### src/hw/rtl/amt_pkg.sv
`timescale 1ns / 1ps
// ----------------------------------------------------------------------------
// amt_pkg: shared types and constants of the moving mean threshold
// Widths, tap counts, controller states, command and status structs, and the
// reciprocal table used for the division of a window sum by its length.
// ----------------------------------------------------------------------------
package amt_pkg;

  // window geometry
  localparam int PreTaps   = 8;
  localparam int PostTaps  = 7;
  localparam int HistDepth = PreTaps + PostTaps + 1;

  // field and internal widths
  localparam int SampleW = 16;
  localparam int SumW    = 20;
  localparam int PosW    = $clog2(HistDepth + 1);
  localparam int AgeW    = $clog2(PostTaps + 1);
  localparam int LenW    = $clog2(HistDepth);
  localparam int RecipW  = 24;
  localparam int ProdW   = SumW + RecipW;

  // controller states
  typedef enum logic [2:0] {
    StIdle,
    StCheck,
    StSetup,
    StMul,
    StFix,
    StShift
  } amt_state_e;

  // commands from controller to datapath
  typedef struct packed {
    logic            shift_in;
    logic            shift_zero;
    logic            clear;
    logic            setup;
    logic            tail;
    logic [AgeW-1:0] age;
    logic            last;
    logic            mul;
    logic            load_out;
  } amt_cmd_t;

  // status from datapath to controller
  typedef struct packed {
    logic [PosW-1:0] jv;
    logic            out_free;
  } amt_status_t;

  // floor(2^24 / d) for window lengths, with d = 1 held one below 2^24
  function automatic logic [RecipW-1:0] recip(input logic [LenW-1:0] d);
    logic [RecipW-1:0] r;
    case (d)
      4'd1:    r = 24'd16777215;
      4'd2:    r = 24'd8388608;
      4'd3:    r = 24'd5592405;
      4'd4:    r = 24'd4194304;
      4'd5:    r = 24'd3355443;
      4'd6:    r = 24'd2796202;
      4'd7:    r = 24'd2396745;
      4'd8:    r = 24'd2097152;
      4'd9:    r = 24'd1864135;
      4'd10:   r = 24'd1677721;
      4'd11:   r = 24'd1525201;
      4'd12:   r = 24'd1398101;
      4'd13:   r = 24'd1290555;
      4'd14:   r = 24'd1198372;
      4'd15:   r = 24'd1118481;
      default: r = '0;
    endcase
    return r;
  endfunction

endpackage

### src/hw/rtl/amt_datapath.sv
`timescale 1ns / 1ps
// ----------------------------------------------------------------------------
// amt_datapath: sample window, mean divider and output register
// Holds the sixteen-tap shift line with its running sum, forms the window sum
// and length of one result, divides by reciprocal multiply with one
// correction step, and registers the thresholded result.
// ----------------------------------------------------------------------------
module amt_datapath (
  input  logic                         clk_i,
  input  logic                         rst_ni,
  input  amt_pkg::amt_cmd_t            cmd_i,
  output amt_pkg::amt_status_t         status_o,
  input  logic [amt_pkg::SampleW-1:0]  sample_i,
  output logic                         out_valid_o,
  input  logic                         out_stall_i,
  output logic [amt_pkg::SampleW-1:0]  value_o,
  output logic                         last_res_o
);
  import amt_pkg::*;

  logic [SampleW-1:0] taps_q [HistDepth];
  logic [SumW-1:0]    total_q;
  logic [PosW-1:0]    pos_q;
  logic [PosW-1:0]    jv_q;
  logic [SampleW-1:0] first_q;

  logic [SumW-1:0]    sum_q;
  logic [LenW-1:0]    len_q;
  logic [SampleW-1:0] x_q;
  logic               res_last_q;
  logic [SumW-1:0]    qe_q;

  logic               out_valid_q;
  logic [SampleW-1:0] value_q;
  logic               last_res_q;

  logic [SampleW-1:0] shift_val;
  logic [PosW-1:0]    pos_inc;
  logic [SumW-1:0]    first_ext;
  logic [SumW-1:0]    tap0_ext;
  logic [SumW-1:0]    tap15_ext;
  logic               jv_le14;
  logic [PosW-1:0]    age_plus;
  logic [PosW-1:0]    len_tail;
  logic [SumW-1:0]    sum_d;
  logic [LenW-1:0]    len_d;
  logic [ProdW-1:0]   prod;
  logic [SumW-1:0]    qlen;
  logic [SumW-1:0]    rem;
  logic [SumW-1:0]    thr;
  logic [SumW-1:0]    x_ext;
  logic [SampleW-1:0] value_d;

  assign first_ext = {{(SumW-SampleW){1'b0}}, first_q};
  assign tap0_ext  = {{(SumW-SampleW){1'b0}}, taps_q[0]};
  assign tap15_ext = {{(SumW-SampleW){1'b0}}, taps_q[HistDepth-1]};
  assign shift_val = cmd_i.shift_in ? sample_i : '0;
  assign pos_inc   = (pos_q == PosW'(HistDepth)) ? pos_q : pos_q + 1'b1;

  // shift line, running sum and stream position
  always_ff @(posedge clk_i or negedge rst_ni) begin
    if (!rst_ni) begin
      for (int k = 0; k < HistDepth; k++) taps_q[k] <= '0;
      total_q <= '0;
      pos_q   <= '0;
      jv_q    <= '0;
      first_q <= '0;
    end else if (cmd_i.clear) begin
      for (int k = 0; k < HistDepth; k++) taps_q[k] <= '0;
      total_q <= '0;
      pos_q   <= '0;
    end else if (cmd_i.shift_in || cmd_i.shift_zero) begin
      taps_q[0] <= shift_val;
      for (int k = 1; k < HistDepth; k++) taps_q[k] <= taps_q[k-1];
      total_q <= total_q - tap15_ext + {{(SumW-SampleW){1'b0}}, shift_val};
      pos_q   <= pos_inc;
      if (cmd_i.shift_in) begin
        jv_q <= pos_q;
        if (pos_q == '0) first_q <= sample_i;
      end
    end
  end

  // window sum and length of the result at the selected age
  always_comb begin
    jv_le14  = (jv_q <= PosW'(HistDepth - 2));
    age_plus = {{(PosW-AgeW){1'b0}}, cmd_i.age} + PosW'(PreTaps);
    len_tail = (age_plus < jv_q) ? age_plus : jv_q;
    if (cmd_i.tail) begin
      sum_d = total_q - tap15_ext - ((pos_q < PosW'(HistDepth)) ? first_ext : '0);
      len_d = len_tail[LenW-1:0];
    end else if (jv_le14) begin
      sum_d = total_q - first_ext;
      len_d = jv_q[LenW-1:0];
    end else begin
      sum_d = total_q - tap0_ext;
      len_d = LenW'(HistDepth - 1);
    end
  end

  // setup stage
  always_ff @(posedge clk_i) begin
    if (cmd_i.setup) begin
      sum_q      <= sum_d;
      len_q      <= len_d;
      x_q        <= taps_q[PostTaps];
      res_last_q <= cmd_i.last;
    end
  end

  // quotient estimate, at most one below the true mean
  assign prod = ProdW'(sum_q) * ProdW'(recip(len_q));

  always_ff @(posedge clk_i) begin
    if (cmd_i.mul) qe_q <= prod[ProdW-1:RecipW];
  end

  // correction step and clamped difference
  always_comb begin
    qlen  = qe_q * SumW'(len_q);
    rem   = sum_q - qlen;
    x_ext = {{(SumW-SampleW){1'b0}}, x_q};
    if (len_q == '0) begin
      thr = '0;
    end else if (rem >= {{(SumW-LenW){1'b0}}, len_q}) begin
      thr = qe_q + 1'b1;
    end else begin
      thr = qe_q;
    end
    value_d = (x_ext > thr) ? SampleW'(x_ext - thr) : '0;
  end

  // output register
  always_ff @(posedge clk_i or negedge rst_ni) begin
    if (!rst_ni) begin
      out_valid_q <= 1'b0;
    end else if (cmd_i.load_out) begin
      out_valid_q <= 1'b1;
    end else if (!out_stall_i) begin
      out_valid_q <= 1'b0;
    end
  end

  always_ff @(posedge clk_i) begin
    if (cmd_i.load_out) begin
      value_q    <= value_d;
      last_res_q <= res_last_q;
    end
  end

  assign out_valid_o       = out_valid_q;
  assign value_o           = value_q;
  assign last_res_o        = last_res_q;
  assign status_o.jv       = jv_q;
  assign status_o.out_free = !out_valid_q || !out_stall_i;

  // a held result is never overwritten
  assert property (@(posedge clk_i) disable iff (!rst_ni)
    cmd_i.load_out |-> (!out_valid_q || !out_stall_i))
    else $error("result loaded over a stalled transaction");

  // the final result of a stream leaves the window cleared
  assert property (@(posedge clk_i) disable iff (!rst_ni)
    (cmd_i.load_out && res_last_q) |=> (pos_q == '0 && total_q == '0))
    else $error("window not cleared after end of stream");

  // a mean never exceeds the largest sample value
  assert property (@(posedge clk_i) disable iff (!rst_ni)
    cmd_i.load_out |-> (thr[SumW-1:SampleW] == '0))
    else $error("threshold out of sample range");

endmodule

### src/hw/rtl/amt_ctrl.sv
`timescale 1ns / 1ps
// ----------------------------------------------------------------------------
// amt_ctrl: sequencing of samples and end of stream flush
// Accepts one sample at a time, decides which results it causes and walks
// the datapath through setup, multiply and correction for each of them.
// ----------------------------------------------------------------------------
module amt_ctrl (
  input  logic                  clk_i,
  input  logic                  rst_ni,
  input  logic                  in_valid_i,
  output logic                  in_stall_o,
  input  logic                  last_i,
  input  amt_pkg::amt_status_t  status_i,
  output amt_pkg::amt_cmd_t     cmd_o
);
  import amt_pkg::*;

  amt_state_e      state_q, state_d;
  logic [AgeW-1:0] age_q;
  logic            fin_q;
  logic            has_out;
  logic            age_mid;
  logic            age_zero;

  assign age_mid  = (age_q == AgeW'(PostTaps));
  assign age_zero = (age_q == '0);
  assign has_out  = (status_i.jv >= {{(PosW-AgeW){1'b0}}, age_q}) && (fin_q || age_mid);

  // next state
  always_comb begin
    state_d = state_q;
    case (state_q)
      StIdle: begin
        if (in_valid_i) state_d = StCheck;
      end
      StCheck: begin
        if (has_out) state_d = StSetup;
        else if (!fin_q || age_zero) state_d = StIdle;
        else state_d = StShift;
      end
      StSetup: state_d = StMul;
      StMul:   state_d = StFix;
      StFix: begin
        if (status_i.out_free) begin
          if (!fin_q || age_zero) state_d = StIdle;
          else state_d = StShift;
        end
      end
      StShift: state_d = StCheck;
      default: state_d = StIdle;
    endcase
  end

  // datapath commands
  always_comb begin
    cmd_o            = '0;
    cmd_o.age        = age_q;
    cmd_o.tail       = fin_q && !age_mid;
    cmd_o.last       = fin_q && age_zero;
    in_stall_o       = 1'b1;
    case (state_q)
      StIdle: begin
        in_stall_o     = 1'b0;
        cmd_o.shift_in = in_valid_i;
      end
      StCheck: begin
        cmd_o.clear = fin_q && age_zero && !has_out;
      end
      StSetup: cmd_o.setup = 1'b1;
      StMul:   cmd_o.mul = 1'b1;
      StFix: begin
        cmd_o.load_out = status_i.out_free;
        cmd_o.clear    = status_i.out_free && fin_q && age_zero;
      end
      StShift: cmd_o.shift_zero = 1'b1;
      default: cmd_o = '0;
    endcase
  end

  // state, age of the next result and end of stream flag
  always_ff @(posedge clk_i or negedge rst_ni) begin
    if (!rst_ni) begin
      state_q <= StIdle;
      age_q   <= '0;
      fin_q   <= 1'b0;
    end else begin
      state_q <= state_d;
      if (state_q == StIdle && in_valid_i) begin
        age_q <= AgeW'(PostTaps);
        fin_q <= last_i;
      end else if (state_q == StShift) begin
        age_q <= age_q - 1'b1;
      end
    end
  end

  // one sample in flight: the cycle after a transaction the input is held off
  assert property (@(posedge clk_i) disable iff (!rst_ni)
    (in_valid_i && !in_stall_o) |=> in_stall_o)
    else $error("second sample taken while busy");

  // the flush never shifts past the oldest result
  assert property (@(posedge clk_i) disable iff (!rst_ni)
    (state_q == StShift) |-> (fin_q && !age_zero))
    else $error("flush shift without a pending result");

  // the window is cleared only at the end of a stream
  assert property (@(posedge clk_i) disable iff (!rst_ni)
    cmd_o.clear |-> (fin_q && age_zero))
    else $error("window cleared in the middle of a stream");

endmodule

### src/hw/rtl/adaptive_moving_mean_threshold_top.sv
`timescale 1ns / 1ps
// ----------------------------------------------------------------------------
// adaptive_moving_mean_threshold_top: local mean threshold of a sample stream
// Subtracts a clipped moving mean from each detection sample and clamps at 0.
// ----------------------------------------------------------------------------
// usage
//   input channel: in_valid_i / in_stall_o with sample_i and last_i; one
//   sample is taken per transaction, last_i marks the end of a stream
//   output channel: out_valid_o / out_stall_i with value_o and last_res_o
//   results lag the input by seven samples; the sample marked last flushes
//   up to eight results, the final one carrying last_res_o
// sequencing
//   a sample that causes no result passes the check only, a sample with one
//   result passes check, window sum, reciprocal multiply, correction and load
//   into the output register; each flushed result adds one window shift plus
//   the same four steps
// reset and stall
//   reset clears the window, the running sum and the output valid; after
//   the last result of a stream the window returns to the same state
//   a stalled result is held in the output register while the next sample
//   is accepted and processed up to the point of loading its result
// ----------------------------------------------------------------------------
module adaptive_moving_mean_threshold_top (
  input  logic                         clk_i,
  input  logic                         rst_ni,
  input  logic                         in_valid_i,
  output logic                         in_stall_o,
  input  logic [amt_pkg::SampleW-1:0]  sample_i,
  input  logic                         last_i,
  output logic                         out_valid_o,
  input  logic                         out_stall_i,
  output logic [amt_pkg::SampleW-1:0]  value_o,
  output logic                         last_res_o
);
  import amt_pkg::*;

  amt_cmd_t    cmd;
  amt_status_t status;

  // sequencing
  amt_ctrl u_ctrl (
    .clk_i      (clk_i),
    .rst_ni     (rst_ni),
    .in_valid_i (in_valid_i),
    .in_stall_o (in_stall_o),
    .last_i     (last_i),
    .status_i   (status),
    .cmd_o      (cmd)
  );

  // window, divider and output register
  amt_datapath u_datapath (
    .clk_i       (clk_i),
    .rst_ni      (rst_ni),
    .cmd_i       (cmd),
    .status_o    (status),
    .sample_i    (sample_i),
    .out_valid_o (out_valid_o),
    .out_stall_i (out_stall_i),
    .value_o     (value_o),
    .last_res_o  (last_res_o)
  );

endmodule

### config.mk
export PLATFORM = sky130hd
export DESIGN_NAME = adaptive_moving_mean_threshold_top
export DESIGN_NICKNAME = d
export VERILOG_FILES = /design/src/hw/rtl/amt_pkg.sv /design/src/hw/rtl/amt_datapath.sv /design/src/hw/rtl/amt_ctrl.sv /design/src/hw/rtl/adaptive_moving_mean_threshold_top.sv
export SDC_FILE = /design/constraint.sdc
export NUM_CORES = 2
export LEC_CHECK = 0
export BUFFER_PORTS_ARGS = -buffer_cell sky130_fd_sc_hd__buf_2
export CORE_ASPECT_RATIO = 0.7
export CORE_MARGIN = 5
export CORE_UTILIZATION = 50
export CTS_CLUSTER_DIAMETER = 40
export DETAILED_ROUTE_END_ITERATION = 10
export GPL_TIMING_DRIVEN = 0
export PLACE_DENSITY = 0.77
export SLEW_MARGIN = 20
export SYNTH_ARGS = -nofsm -noshare
export SYNTH_HDL_FRONTEND = slang
export SYNTH_SLANG_ARGS = --single-unit
### constraint.sdc
create_clock -name clk_i -period 8.4 [get_ports clk_i]
set_input_delay 1.68 -clock clk_i [delete_from_list [all_inputs] [get_ports clk_i]]
set_output_delay 1.68 -clock clk_i [all_outputs]
set_load 0.03 [all_outputs]
==> flow_summary.ini <==
[timing]
whs_ns = 0.420
fin_crit_ns = 8.39
fmax_ghz = 0.119
slew_viol_final = 0
max-slew-margin-rel_pct = 28.9
rsz0062_at_grt = true
finalCritPeriodShare_pct = 99.8
worst_pin_slew_ns = 1.07
setup_violations = 0
skew_ns = 0.0188
hold_violations = 0

[logic_synthesis]
synth_ff_type = dfrtp_1
synth_nets = 4880
avgSynthCellArea_um2 = 9.13
seq_area_frac_synth_pct = 27.8
ys_types = 79
yosys_warnings = 0
ys_seq_elements = 407
syn_inst = 4134
synth_edf_count = 78
async_reset_ff_share_pct = 76.2
synth_area_um2 = 37800

[layout]
nets = 4998
areaGrowthSynthToFinish_pct = 9.71
multi_input_area_um2 = 24600
drive_gt1_share_pct = 6.26
mostFrequentLayoutCell = nand2_1
register_area_um2 = 10500
nFillCells = 6453
mostFrequentLayoutCells = 839 x nand2_1, 600 x inv_1, 444 x fa_1

[routing]
vias = 29596
ant_nets = 0
dr.pass1.iters = 6
routed_wl_mm = 105
drtIter0Drc = 3149
wire_per_inst_um = 19.9
via_per_inst = 5.61
drc = 0

[cts]
numClockSinks = 407
insertion_delay_ns = 0.57
cts_made_buffers = 40
root_buffer = clkbuf_16
hold_buffers = 0
cts_tree = done
htree_levels = 2
clockBufferDepth = 3
path_clk_slew_ns = 0.07

[global_routing]
antenna_found_initial = 2
grt_start_max_net_pins = 95
grt_pass1_vias = 29131
grt.overflow.total = 0
grt_usage_pct = 25.9
grt_pass1_wl_mm = 165

[floorplanning]
start_util_pct = 50.4
core_area_um2 = 74900
rows = 84
io_pins = 40
dieArea_um2 = 81200
dieHeight_um = 240
die_w_um = 338

[place]
dp_hpwl_mm = 82.6
place_congestion = 0.985
port_buffers = 39

[setup_path]
cp_common_cell = inv_2
crit_path_end_kind = register
critPathArrivalTime_ns = 8.75
crit_slowest_cell = or4_4
cp-start-kind = register
crit_fanout = 8
max_stage_delay_ns = 0.59
startpoint = u_datapath.len_q[3]
required_ns = 8.76
critical_path_class = register to register
r2r-start = u_datapath.len_q[3]

[worst_hold_path]
min_from = u_datapath.res_last_q
min_path_type = register to register

[run_status]
status = finished, final reports clean

[job]
drv_cap = 0
timing repair:
item | CTS | global route
pin swaps | 7 | 34
gates resized for setup | 39 | 81
gates cloned | 1 | 0
buffers inserted | 5 | 35
setup endpoints to repair | 22 | 28
logic make-up (layout without fill, tap and decap cells):
logic type,Yosys count,after routing,synth area share (%)
other,0,4,0
multiplexers,45,45,1.28
XOR/XNOR,129,129,2.99
AND/OR/NAND/NOR,1365,1365,16.5
AO/OA/AOI/OAI,650,650,10.4
buffers and inverters,813,963,8.14
flip-flops,407,407,27.8
adder cells (fa/ha/maj),725,725,32.9
path summary, 6_finish.rpt:
check	cells past startpoint	to	slack, ns
min in group asynchronous	1	u_datapath.taps_q[116]	1.02
min	0	u_datapath.last_res_o	0.42
max in group asynchronous	3	u_datapath.out_valid_o	6.04
min reg2reg	0	u_datapath.last_res_o	0.42
max reg2reg	35	u_datapath.value_o[15]	0.01
max	35	u_datapath.value_o[15]	0.01
synth_stat cells, types with 10 or more instances:
master	n	share of area (%)
ha_1	279	9.2
o211ai_1	10	0.20
xor2_1	52	1.2
nand2b_1	31	0.51
nand2_1	840	8.4
and3_1	20	0.33
a21o_1	49	0.97
o31ai_1	25	0.50
edfxtp_1	78	6.2
nor2_1	91	0.90
xnor2_1	77	1.8
nand4_1	15	0.25
o22ai_1	10	0.17
a21oi_1	104	1.4
o21a_1	21	0.42
inv_1	604	6.0
a211oi_1	28	0.56
dfxtp_1	19	1.0
o21ai_0	310	4.1
or3_1	14	0.23
nor2b_1	21	0.35
nor4_2	10	0.33
mux2i_1	20	0.53
fa_1	446	24
clkbuf_1	198	2.0
dfrtp_1	310	21
a31oi_1	15	0.25
nand3_1	30	0.40
and2_1	223	3.7
mux2_2	24	0.72
nor3_1	33	0.44
sequential cells by signal, indices dropped and copies added, names as in the netlist, 16 cells and up, named ones only:
register / count
u_datapath.qe_q: 20
u_datapath.value_o: 16
u_datapath.total_q: 20
u_datapath.x_q: 16
u_datapath.tap15_ext: 16
u_datapath.sum_q: 20
u_datapath.first_q: 16
u_datapath.tap0_ext: 16
u_datapath.taps_q: 224
area by class of cell:
cell class	count	area share [%]
Clock inverter	22	0.510
Buffer	200	2.04
Antenna cell	4	0.0242
Multi-Input combinational cell	2914	59.3
Clock buffer	52	2.62
Sequential cell	407	25.3
Tap cell	989	2.99
Inverter	604	5.47
Timing Repair Buffer	85	1.73
metrics by stage:
stage / TNS [ns] / area [µm²] / instances / worst slack, ns / utilization, %
floorplan: 0 / 37800 / 4134 / 0.418 / -
global placement: -96.10 / 39200 / 5162 / -1.88 / 52.3
detailed placement: -26.93 / 39400 / 5167 / -1.89 / 52.5
CTS: 0 / 40900 / 5241 / 0.00743 / 54.5
global route: -1.55 / 41400 / 5273 / -0.224 / 55.3
finish: 0 / 41400 / 5277 / 0.0135 / 55.3
per-layer routing:
layer	track usage (%)	up-vias	routed length, µm
li1	-	13453	-
met1	38.0	14509	45500
met2	35.5	1430	41800
met3	11.3	200	15200
met4	5.62	4	2400
met5	0.521	-	65
critical path: cells and delay by family, from the launching register on:
family / cells / cell delay (ns)
simple gates: 9 / 2.13
flops: 1 / 0.38
buf+inv: 9 / 0.91
fa+ha+maj: 6 / 2.51
xor+xnor: 1 / 0.18
compound gates: 10 / 2.04
Power is not shown: default switching activity piles up to over one toggle a cycle in this logic, so the estimate is an artifact.
